==> src/design/mdrhm_pkg.sv <==
// ----------------------------------------------------------------------------
// Run-hour meter package
// Operation codes and item types shared by the run-hour meter modules.
// ----------------------------------------------------------------------------
package mdrhm_pkg;

    localparam int unsigned SEC_PER_MIN = 60;
    localparam int unsigned SEC_PER_HOUR = 3600;
    localparam logic [15:0] HOURS_MAX = 16'hFFFF;

    typedef enum logic [2:0] {
        OP_TICK      = 3'd0,
        OP_START     = 3'd1,
        OP_STOP      = 3'd2,
        OP_FOLD_ONE  = 3'd3,
        OP_FOLD_ALL  = 3'd4,
        OP_CLEAR_ALL = 3'd5,
        OP_QUERY     = 3'd6,
        OP_SPARE     = 3'd7
    } t_op;

    typedef struct packed {
        logic [2:0] op;
        logic [3:0] device_id;
    } t_cmd;

    typedef struct packed {
        logic        id_error;
        logic        running;
        logic [15:0] hours;
        logic [5:0]  minutes;
        logic [5:0]  seconds;
        logic [21:0] total_minutes;
        logic [31:0] pending_count;
    } t_result;

endpackage

==> src/design/mdrhm_if.sv <==
// ----------------------------------------------------------------------------
// Run-hour meter channels
// Valid/ready channels for commands and results.
// ----------------------------------------------------------------------------
interface mdrhm_cmd_if;
    logic       valid;
    logic       ready;
    logic [2:0] op;
    logic [3:0] device_id;
    modport source (output valid, output op, output device_id, input ready);
    modport sink (input valid, input op, input device_id, output ready);
endinterface

interface mdrhm_res_if;
    logic        valid;
    logic        ready;
    logic        id_error;
    logic        running;
    logic [15:0] hours;
    logic [5:0]  minutes;
    logic [5:0]  seconds;
    logic [21:0] total_minutes;
    logic [31:0] pending_count;
    modport source (output valid, output id_error, output running, output hours,
                    output minutes, output seconds, output total_minutes,
                    output pending_count, input ready);
    modport sink (input valid, input id_error, input running, input hours,
                  input minutes, input seconds, input total_minutes,
                  input pending_count, output ready);
endinterface

==> src/design/mdrhm_front.sv <==
// ----------------------------------------------------------------------------
// Run-hour meter command queue
// Accepts commands and holds them in a two-entry queue for the engine.
// ----------------------------------------------------------------------------
module mdrhm_front (
    input  logic              i_clk,
    input  logic              i_rst_n,
    mdrhm_cmd_if.sink         i_cmd,
    output logic              o_valid,
    output mdrhm_pkg::t_cmd   o_cmd,
    input  logic              i_take
);
    import mdrhm_pkg::*;

    t_cmd       r_q [2];
    logic [1:0] r_cnt;
    logic       r_wp;
    logic       r_rp;
    logic       w_push;
    logic       w_pop;

    assign i_cmd.ready = (r_cnt != 2'd2);
    assign w_push = i_cmd.valid && i_cmd.ready;
    assign w_pop = i_take && (r_cnt != 2'd0);
    assign o_valid = (r_cnt != 2'd0);
    assign o_cmd = r_q[r_rp];

    always_ff @(posedge i_clk) begin
        if (!i_rst_n) begin
            r_cnt <= 2'd0;
            r_wp <= 1'b0;
            r_rp <= 1'b0;
        end else begin
            if (w_push) begin
                r_q[r_wp] <= '{op: i_cmd.op, device_id: i_cmd.device_id};
                r_wp <= ~r_wp;
            end
            if (w_pop) begin
                r_rp <= ~r_rp;
            end
            r_cnt <= r_cnt + {1'b0, w_push} - {1'b0, w_pop};
        end
    end

`ifndef ASSERT_OFF
    a_no_over: assert property (@(posedge i_clk) disable iff (!i_rst_n)
        r_cnt <= 2'd2) else $error("queue count overflow");
    a_full_block: assert property (@(posedge i_clk) disable iff (!i_rst_n)
        (r_cnt == 2'd2) |-> !i_cmd.ready) else $error("ready while full");
    a_pop_nonempty: assert property (@(posedge i_clk) disable iff (!i_rst_n)
        (r_cnt == 2'd0) |-> !o_valid) else $error("valid while empty");
`endif
endmodule

==> src/design/mdrhm_engine.sv <==
// ----------------------------------------------------------------------------
// Run-hour meter engine
// Applies the command to the device accounts, visiting them in turn for fold all, and reports a result.
// ----------------------------------------------------------------------------
module mdrhm_engine #(
    parameter int unsigned DEVICES = 4
) (
    input  logic                i_clk,
    input  logic                i_rst_n,
    input  logic                i_valid,
    input  mdrhm_pkg::t_cmd     i_cmd,
    output logic                o_take,
    mdrhm_res_if.source         o_res
);
    import mdrhm_pkg::*;

    localparam int unsigned DW = (DEVICES > 1) ? $clog2(DEVICES) : 1;

    typedef enum logic [2:0] {
        S_IDLE, S_DIV, S_REM, S_MS, S_ADD, S_WALK, S_MUL
    } t_state;

    t_state      r_state;
    t_cmd        r_cmd;
    logic [DW-1:0] r_dev;
    logic        r_run [DEVICES];
    logic [31:0] r_cnt [DEVICES];
    logic [15:0] r_h [DEVICES];
    logic [5:0]  r_m [DEVICES];
    logic [5:0]  r_s [DEVICES];
    logic [20:0] r_qh;
    logic [11:0] r_rem;
    logic [20:0] r_add_h;
    logic [5:0]  r_add_m;
    logic [5:0]  r_add_s;
    logic        r_fold;
    t_result     r_res;
    logic        r_out_v;

    logic        w_idv;
    logic [DW-1:0] w_id;
    logic [31:0] w_c;
    logic [63:0] w_qh;
    logic [20:0] w_hq;
    logic [11:0] w_rh;
    logic [27:0] w_qm;
    logic [5:0]  w_mq;
    logic [6:0]  w_s;
    logic [6:0]  w_m;
    logic [21:0] w_h;
    logic [6:0]  w_sn;
    logic [6:0]  w_mn;
    logic [21:0] w_hn;
    logic [21:0] w_tm;

    assign w_idv = ({28'd0, r_cmd.device_id} < 32'(DEVICES));
    assign w_id = r_cmd.device_id[DW-1:0];
    assign w_c = r_cnt[r_dev];
    // The reciprocal of 3600 is rounded down, so the estimate is at most one low.
    assign w_qh = ({32'd0, w_c} * 64'd1193046) >> 32;
    always_comb begin
        logic [31:0] rem;
        rem = w_c - (32'(r_qh) * 32'd3600);
        w_hq = r_qh;
        if (rem >= 32'd3600) begin
            rem = rem - 32'd3600;
            w_hq = w_hq + 21'd1;
        end
        w_rh = rem[11:0];
    end
    assign w_qm = ({16'd0, r_rem} * 28'd34953) >> 21;
    assign w_mq = w_qm[5:0];
    assign w_s = {1'b0, r_s[r_dev]} + {1'b0, r_add_s};
    assign w_sn = (w_s >= 7'd60) ? w_s - 7'd60 : w_s;
    assign w_m = {1'b0, r_m[r_dev]} + {1'b0, r_add_m} + {6'd0, (w_s >= 7'd60)};
    assign w_mn = (w_m >= 7'd60) ? w_m - 7'd60 : w_m;
    assign w_h = {6'd0, r_h[r_dev]} + {1'b0, r_add_h} + {21'd0, (w_m >= 7'd60)};
    assign w_hn = (w_h > {6'd0, HOURS_MAX}) ? {6'd0, HOURS_MAX} : w_h;
    assign w_tm = 22'(r_h[w_id] * 22'd60) + {16'd0, r_m[w_id]};

    assign o_take = (r_state == S_IDLE) && !r_out_v;
    assign o_res.valid = r_out_v;
    assign o_res.id_error = r_res.id_error;
    assign o_res.running = r_res.running;
    assign o_res.hours = r_res.hours;
    assign o_res.minutes = r_res.minutes;
    assign o_res.seconds = r_res.seconds;
    assign o_res.total_minutes = r_res.total_minutes;
    assign o_res.pending_count = r_res.pending_count;

    always_ff @(posedge i_clk) begin
        if (!i_rst_n) begin
            r_state <= S_IDLE;
            r_out_v <= 1'b0;
            r_dev <= '0;
            r_fold <= 1'b0;
            for (int i = 0; i < DEVICES; i++) begin
                r_run[i] <= 1'b0;
                r_cnt[i] <= '0;
                r_h[i] <= '0;
                r_m[i] <= '0;
                r_s[i] <= '0;
            end
        end else begin
            if (o_res.valid && o_res.ready) begin
                r_out_v <= 1'b0;
            end
            case (r_state)
                S_IDLE: begin
                    if (i_valid && o_take) begin
                        r_cmd <= i_cmd;
                        r_dev <= '0;
                        r_state <= S_WALK;
                    end
                end
                S_WALK: begin
                    r_fold <= (r_cmd.op == OP_FOLD_ALL);
                    case (r_cmd.op)
                        OP_TICK: begin
                            for (int i = 0; i < DEVICES; i++) begin
                                if (r_run[i]) r_cnt[i] <= r_cnt[i] + 32'd1;
                            end
                            r_state <= S_MUL;
                        end
                        OP_START: begin
                            if (w_idv) r_run[w_id] <= 1'b1;
                            r_state <= S_MUL;
                        end
                        OP_STOP: begin
                            if (w_idv) begin
                                r_run[w_id] <= 1'b0;
                                r_h[w_id] <= '0;
                                r_m[w_id] <= '0;
                                r_s[w_id] <= '0;
                            end
                            r_state <= S_MUL;
                        end
                        OP_FOLD_ONE: begin
                            if (w_idv) begin
                                r_dev <= w_id;
                                r_state <= S_DIV;
                            end else begin
                                r_state <= S_MUL;
                            end
                        end
                        OP_FOLD_ALL: begin
                            r_dev <= '0;
                            r_state <= S_DIV;
                        end
                        OP_CLEAR_ALL: begin
                            for (int i = 0; i < DEVICES; i++) begin
                                r_cnt[i] <= '0;
                                r_h[i] <= '0;
                                r_m[i] <= '0;
                                r_s[i] <= '0;
                            end
                            r_state <= S_MUL;
                        end
                        default: r_state <= S_MUL;
                    endcase
                end
                S_DIV: begin
                    r_qh <= w_qh[20:0];
                    r_state <= S_REM;
                end
                S_REM: begin
                    r_add_h <= w_hq;
                    r_rem <= w_rh;
                    r_state <= S_MS;
                end
                S_MS: begin
                    r_add_m <= w_mq;
                    r_add_s <= 6'(r_rem - 12'(w_mq * 12'd60));
                    r_state <= S_ADD;
                end
                S_ADD: begin
                    r_h[r_dev] <= w_hn[15:0];
                    r_m[r_dev] <= w_mn[5:0];
                    r_s[r_dev] <= w_sn[5:0];
                    r_cnt[r_dev] <= '0;
                    if (r_fold && (32'(r_dev) + 32'd1 < 32'(DEVICES))) begin
                        r_dev <= r_dev + DW'(1);
                        r_state <= S_DIV;
                    end else begin
                        r_state <= S_MUL;
                    end
                end
                S_MUL: begin
                    if (!r_out_v) begin
                        if (w_idv) begin
                            r_res <= '{id_error: 1'b0, running: r_run[w_id],
                                       hours: r_h[w_id], minutes: r_m[w_id],
                                       seconds: r_s[w_id], total_minutes: w_tm,
                                       pending_count: r_cnt[w_id]};
                        end else begin
                            r_res <= '{id_error: 1'b1, default: '0};
                        end
                        r_out_v <= 1'b1;
                        r_state <= S_IDLE;
                    end
                end
                default: r_state <= S_IDLE;
            endcase
        end
    end

`ifndef ASSERT_OFF
    a_err_zero: assert property (@(posedge i_clk) disable iff (!i_rst_n)
        (r_out_v && r_res.id_error) |-> (r_res.pending_count == 32'd0 && !r_res.running))
        else $error("error result not cleared");
    a_min_range: assert property (@(posedge i_clk) disable iff (!i_rst_n)
        r_out_v |-> (r_res.minutes < 6'd60 && r_res.seconds < 6'd60))
        else $error("minutes or seconds out of range");
    a_no_take_busy: assert property (@(posedge i_clk) disable iff (!i_rst_n)
        (r_state != S_IDLE) |-> !o_take) else $error("take while busy");
`endif
endmodule

==> src/design/multi_device_run_hour_meter_top.sv <==
// ----------------------------------------------------------------------------
// Multi-device run-hour meter
// Run-hour accounts for DEVICES devices with tick, start, stop, fold, clear and query.
// ----------------------------------------------------------------------------
// Usage: commands (op, device_id) enter on i_cmd; one result per command
// leaves on o_res with the addressed account after the command.
// A two-entry queue takes commands while the engine works on earlier ones.
// Tick, start, stop, clear and query go from the walk state straight to the
// result state; fold one passes through the divide, remainder, minutes and
// seconds, and add states in between, and fold all repeats those states for
// each device in turn, using the shared divide and carry unit.
// The engine takes the next item no sooner than the cycle after the result
// is accepted, so a command occupies the engine until its result is taken.
// The result register holds its item until o_res.ready; the engine does not
// begin the next item while a result waits, and the queue fills and drops
// i_cmd.ready once full.
// Reset (synchronous, i_rst_n low) clears every account and running flag
// and empties the queue; the block accepts items once i_rst_n is high again.
// ----------------------------------------------------------------------------
module multi_device_run_hour_meter_top #(
    parameter int unsigned DEVICES = 4
) (
    input  logic         i_clk,
    input  logic         i_rst_n,
    mdrhm_cmd_if.sink    i_cmd,
    mdrhm_res_if.source  o_res
);
    import mdrhm_pkg::*;

    logic w_valid;
    logic w_take;
    t_cmd w_cmd;

    mdrhm_front u_front (
        .i_clk(i_clk), .i_rst_n(i_rst_n), .i_cmd(i_cmd),
        .o_valid(w_valid), .o_cmd(w_cmd), .i_take(w_take)
    );

    mdrhm_engine #(.DEVICES(DEVICES)) u_engine (
        .i_clk(i_clk), .i_rst_n(i_rst_n), .i_valid(w_valid), .i_cmd(w_cmd),
        .o_take(w_take), .o_res(o_res)
    );
endmodule
==> src/flat_wrapper.sv <==
// flat-port wrapper written by rule: the top's interface ports become plain ports
module multi_device_run_hour_meter_top_flat import mdrhm_pkg::*;
#(
    parameter int unsigned DEVICES = 4
)
  (i_clk, i_rst_n, i_cmd_valid, i_cmd_op, i_cmd_device_id, i_cmd_ready, o_res_valid, o_res_id_error, o_res_running, o_res_hours, o_res_minutes, o_res_seconds, o_res_total_minutes, o_res_pending_count, o_res_ready);
  mdrhm_cmd_if i_cmd_i ();
  mdrhm_res_if o_res_i ();
  input  logic i_clk;
  input  logic i_rst_n;
  input wire logic [$bits(i_cmd_i.valid)-1:0] i_cmd_valid;
  input wire logic [$bits(i_cmd_i.op)-1:0] i_cmd_op;
  input wire logic [$bits(i_cmd_i.device_id)-1:0] i_cmd_device_id;
  output wire logic [$bits(i_cmd_i.ready)-1:0] i_cmd_ready;
  output wire logic [$bits(o_res_i.valid)-1:0] o_res_valid;
  output wire logic [$bits(o_res_i.id_error)-1:0] o_res_id_error;
  output wire logic [$bits(o_res_i.running)-1:0] o_res_running;
  output wire logic [$bits(o_res_i.hours)-1:0] o_res_hours;
  output wire logic [$bits(o_res_i.minutes)-1:0] o_res_minutes;
  output wire logic [$bits(o_res_i.seconds)-1:0] o_res_seconds;
  output wire logic [$bits(o_res_i.total_minutes)-1:0] o_res_total_minutes;
  output wire logic [$bits(o_res_i.pending_count)-1:0] o_res_pending_count;
  input wire logic [$bits(o_res_i.ready)-1:0] o_res_ready;
  assign i_cmd_i.valid = i_cmd_valid;
  assign i_cmd_i.op = i_cmd_op;
  assign i_cmd_i.device_id = i_cmd_device_id;
  assign i_cmd_ready = i_cmd_i.ready;
  assign o_res_valid = o_res_i.valid;
  assign o_res_id_error = o_res_i.id_error;
  assign o_res_running = o_res_i.running;
  assign o_res_hours = o_res_i.hours;
  assign o_res_minutes = o_res_i.minutes;
  assign o_res_seconds = o_res_i.seconds;
  assign o_res_total_minutes = o_res_i.total_minutes;
  assign o_res_pending_count = o_res_i.pending_count;
  assign o_res_i.ready = o_res_ready;
  multi_device_run_hour_meter_top #(.DEVICES(DEVICES)) u_core (.i_clk(i_clk), .i_rst_n(i_rst_n), .i_cmd(i_cmd_i), .o_res(o_res_i));
endmodule
==> config.mk <==
export PLATFORM = sky130hd
export DESIGN_NAME = multi_device_run_hour_meter_top_flat
export DESIGN_NICKNAME = d
export VERILOG_FILES = /design/src/design/mdrhm_pkg.sv /design/src/design/mdrhm_if.sv /design/src/design/mdrhm_front.sv /design/src/design/mdrhm_engine.sv /design/src/design/multi_device_run_hour_meter_top.sv /design/src/flat_wrapper.sv
export SDC_FILE = /design/constraint.sdc
export NUM_CORES = 2
export LEC_CHECK = 0
export ABC_AREA = 1
export BUFFER_PORTS_ARGS = -buffer_cell sky130_fd_sc_hd__buf_4
export CORE_AREA = 5 5 399 244
export DETAILED_ROUTE_END_ITERATION = 10
export DIE_AREA = 0 0 404 249
export PLACE_DENSITY = 0.61
export RECOVER_POWER = 25
export SYNTH_ARGS = -nofsm -noshare
export SYNTH_HDL_FRONTEND = slang
export SYNTH_SLANG_ARGS = --single-unit
==> constraint.sdc <==
create_clock -name i_clk -period 7 [get_ports i_clk]
set_input_delay 2.1 -clock i_clk [delete_from_list [all_inputs] [get_ports i_clk]]
set_output_delay 2.1 -clock i_clk [all_outputs]
set_load 0.005 [all_outputs]
==> results.json <==
{
  "violations": "max-capacitance violations, max-slew violations",
  "final_antenna_net_count": 0,
  "viasPerCell": 5.46,
  "grt.overflow.total": 0,
  "synth_area_leaders": "edfxtp_1, ha_1, fa_1",
  "drt_iter0_drc": 3974,
  "finalHoldViolations": 0,
  "grt_max_degree": 98,
  "die_h_um": 249,
  "vias": 36275,
  "fp.dieW_um": 404,
  "io_pins": 97,
  "yosys_register_bits": 426,
  "multi_input_area_sq_um": 26700,
  "start_util": 0.447,
  "ys_warn_count": 0,
  "path_class": "reg2reg",
  "gp_congestion": 0.960,
  "clk_pin_slew_worst_paths_ns": 0.07,
  "drt_wl_total_um": 129000,
  "slew_headroom": -1.20,
  "clockBufferDepth": 3,
  "syn_area_per_cell_sq_um": 7.99,
  "fill_cells": 9043,
  "synth_area_sq_um": 41700,
  "hpwl_um": 103000,
  "clock_sinks": 426,
  "skew_ns": 0.0297,
  "finalSetupViolCount": 0,
  "slew_violations": 131,
  "grt.total_usage": 0.253,
  "hold_path_class": "reg2reg",
  "drv_cap": 3,
  "hold_buffers": 0,
  "r2r_cells": 25,
  "grt_pass1_wl_um": 200000,
  "cts-root-buf": "clkbuf_16",
  "synth-seq-area-share": 0.272,
  "synthesis.nets": 6017,
  "finalWorstPathRequiredPeriod_ns": 6.76,
  "synthArstFlopShare": 0,
  "drive_gt1_frac": 0.0757,
  "syn_to_final_growth_pct": 10.9,
  "core-area_sq_um": 93200,
  "synth.top_cells.by_count": "nand2_1, inv_1, nor2_1",
  "seq_area_sq_um": 11400,
  "antenna_cells": 0,
  "wl_per_cell_um": 19.5,
  "antenna_found_initial": 0,
  "crit_required_ns": 7.41,
  "synth_cell_type_count": 65,
  "fp.dieArea_sq_um": 101000,
  "status": "finished, violations left",
  "finalNetCount": 6162,
  "grt_pass1_vias": 33913,
  "synth.most_common_cell": "nand2_1",
  "syn_inst": 5213,
  "hold_path_depth": 2,
  "synth_ff_type": "edfxtp_1",
  "fin_util": 0.496,
  "worstSetupStartpointType": "flop",
  "clk_latency_ns": 0.62,
  "dr.pass1.iters": 6,
  "row_count": 87,
  "numCtsBuffers": 44,
  "fmax_ghz": 0.148,
  "worst_slew_pin_slew_ns": 3.30,
  "endpoint_kind": "flop",
  "synth_top_area_cell": "edfxtp_1",
  "drc": 0,
  "cts_tree": "done",
  "crit_fanout": 49,
  "htreeDepth": 2,
  "port_buffers": 96,
  "fin_crit_sh": 0.965,
  "synth_edf_count": 282,
  "yosys.area.top_type_share": 0.203,
  "cp.arrival_ns": 7.17
}
-- cell type report --
cell class | count | share of cell area
multi-input cells | 3815 | 0.579
flip-flops and latches | 426 | 0.246
inverters | 838 | 0.0685
repair buffers | 233 | 0.0396
well taps | 1246 | 0.0338
clock buffers | 51 | 0.0255
clock inverters | 30 | 0.00818
-- cell usage in the layout, fill, tap and decap left out, types with 17 or more instances in the layout --
cell type	Yosys	final
nand2_1	903	898
inv_1	816	813
nor2_1	563	558
ha_1	522	519
a21oi_1	438	438
o21ai_0	385	367
edfxtp_1	282	282
fa_1	271	266
nand3_1	158	157
buf_4	2	149
dfxtp_1	144	142
nand4_1	89	89
nor3_1	87	87
xor2_1	85	85
clkbuf_4	0	62
clkbuf_16	0	46
xnor2_1	35	32
nor4_1	32	31
o22ai_1	28	27
inv_2	18	19
a31oi_1	19	19
o21ai_1	3	17
a211oi_1	17	17
-- per-stage QoR --
step / worst slack (ns) / instances / TNS (ns) / hold slack (ns) / instance area (sq um)
after CTS: 0.0309 / 6615 / 0 / 0.466 / 45800
after global placement: 0.185 / 6534 / 0 / 0.449 / 44200
after global routing: -0.0919 / 6639 / -2.48 / 0.490 / 46200
after detailed placement: -0.0216 / 6534 / -0.139 / 0.456 / 44200
after floorplan: 0.0766 / 5213 / 0 / 0.434 / 41700
final: 0.243 / 6639 / 0 / 0.461 / 46200
-- layer usage --
metal / vias to the layer above / track usage / wire (um)
met2: 1515 / 0.331 / 48500
met4: 0 / 0.0335 / 1490
met3: 107 / 0.0592 / 13500
li1: 17584 / - / -
met1: 17069 / 0.420 / 65900
met5: - / 0 / 0
-- what timing repair did --
action                     4_1_cts  5_1_grt
setup endpoints to repair       36      106
gates resized for setup          1       65
cloned                           0        1
pin swaps                        0       19
buffers inserted                 0       23
-- critical path, cell delays in order (launching register included) --
cell,delay [ns]
dfxtp_4,0.36
buf_12,0.12
clkinv_8,0.08
buf_16,0.19
o21ai_0,0.35
nand2_1,0.39
buf_4,0.33
ha_1,0.29
inv_1,0.05
fa_1,0.49
inv_1,0.06
fa_1,0.48
fa_1,0.54
fa_1,0.52
ha_1,0.31
ha_1,0.40
nand2_1,0.12
nor2_1,0.22
inv_1,0.11
nor2_1,0.17
and3_1,0.20
nand4_1,0.09
nand4_1,0.19
nand3_1,0.10
nand2_1,0.08
xor2_1,0.27
-- registers in the layout, indices dropped and copies added (netlist names), 6 cells and up, named ones only --
signal                               cells
u_core.u_engine.o_res.total_minutes     20
u_core.u_engine.r_s                     24
u_core.u_front.r_q                      14
u_core.u_engine.r_qh                    21
u_core.u_engine.r_add_m                  6
u_core.u_engine.r_h                     64
u_core.u_engine.o_res.hours             16
u_core.u_engine.r_rem                   12
u_core.u_engine.o_res.minutes            6
u_core.u_engine.o_res.pending_count     32
u_core.u_engine.o_res.seconds            6
u_core.u_engine.r_cnt                  128
u_core.u_engine.r_add_h                 21
u_core.u_engine.r_add_s                  6
u_core.u_engine.r_cmd                    7
u_core.u_engine.r_m                     24
-- path summary, 6_finish.rpt --
kind              slack, ns                                  end                                start
hold / removal         0.46  u_core.u_engine.r_fold$_SDFFE_PN0P_  u_core.u_engine.r_fold$_SDFFE_PN0P_
hold reg to reg        0.46  u_core.u_engine.r_fold$_SDFFE_PN0P_  u_core.u_engine.r_fold$_SDFFE_PN0P_
setup / recovery       0.24   u_core.u_engine.r_qh[13]$_DFFE_PP_                                 flop
setup reg to reg       0.24   u_core.u_engine.r_qh[13]$_DFFE_PP_                                 flop
-- cells by family (layout without fill, tap and decap cells) --
logic type      after synthesis  in the layout  share of synthesized area
simple gates               1915           1915                      0.197
compound gates              986            986                      0.128
buf+inv                     972           1152                     0.0902
fa+ha+maj                   793            793                      0.287
flops                       426            426                      0.272
xor+xnor                    121            121                     0.0258
Power is not shown: default switching activity piles up to over one toggle a cycle in this logic, so the estimate is an artifact.
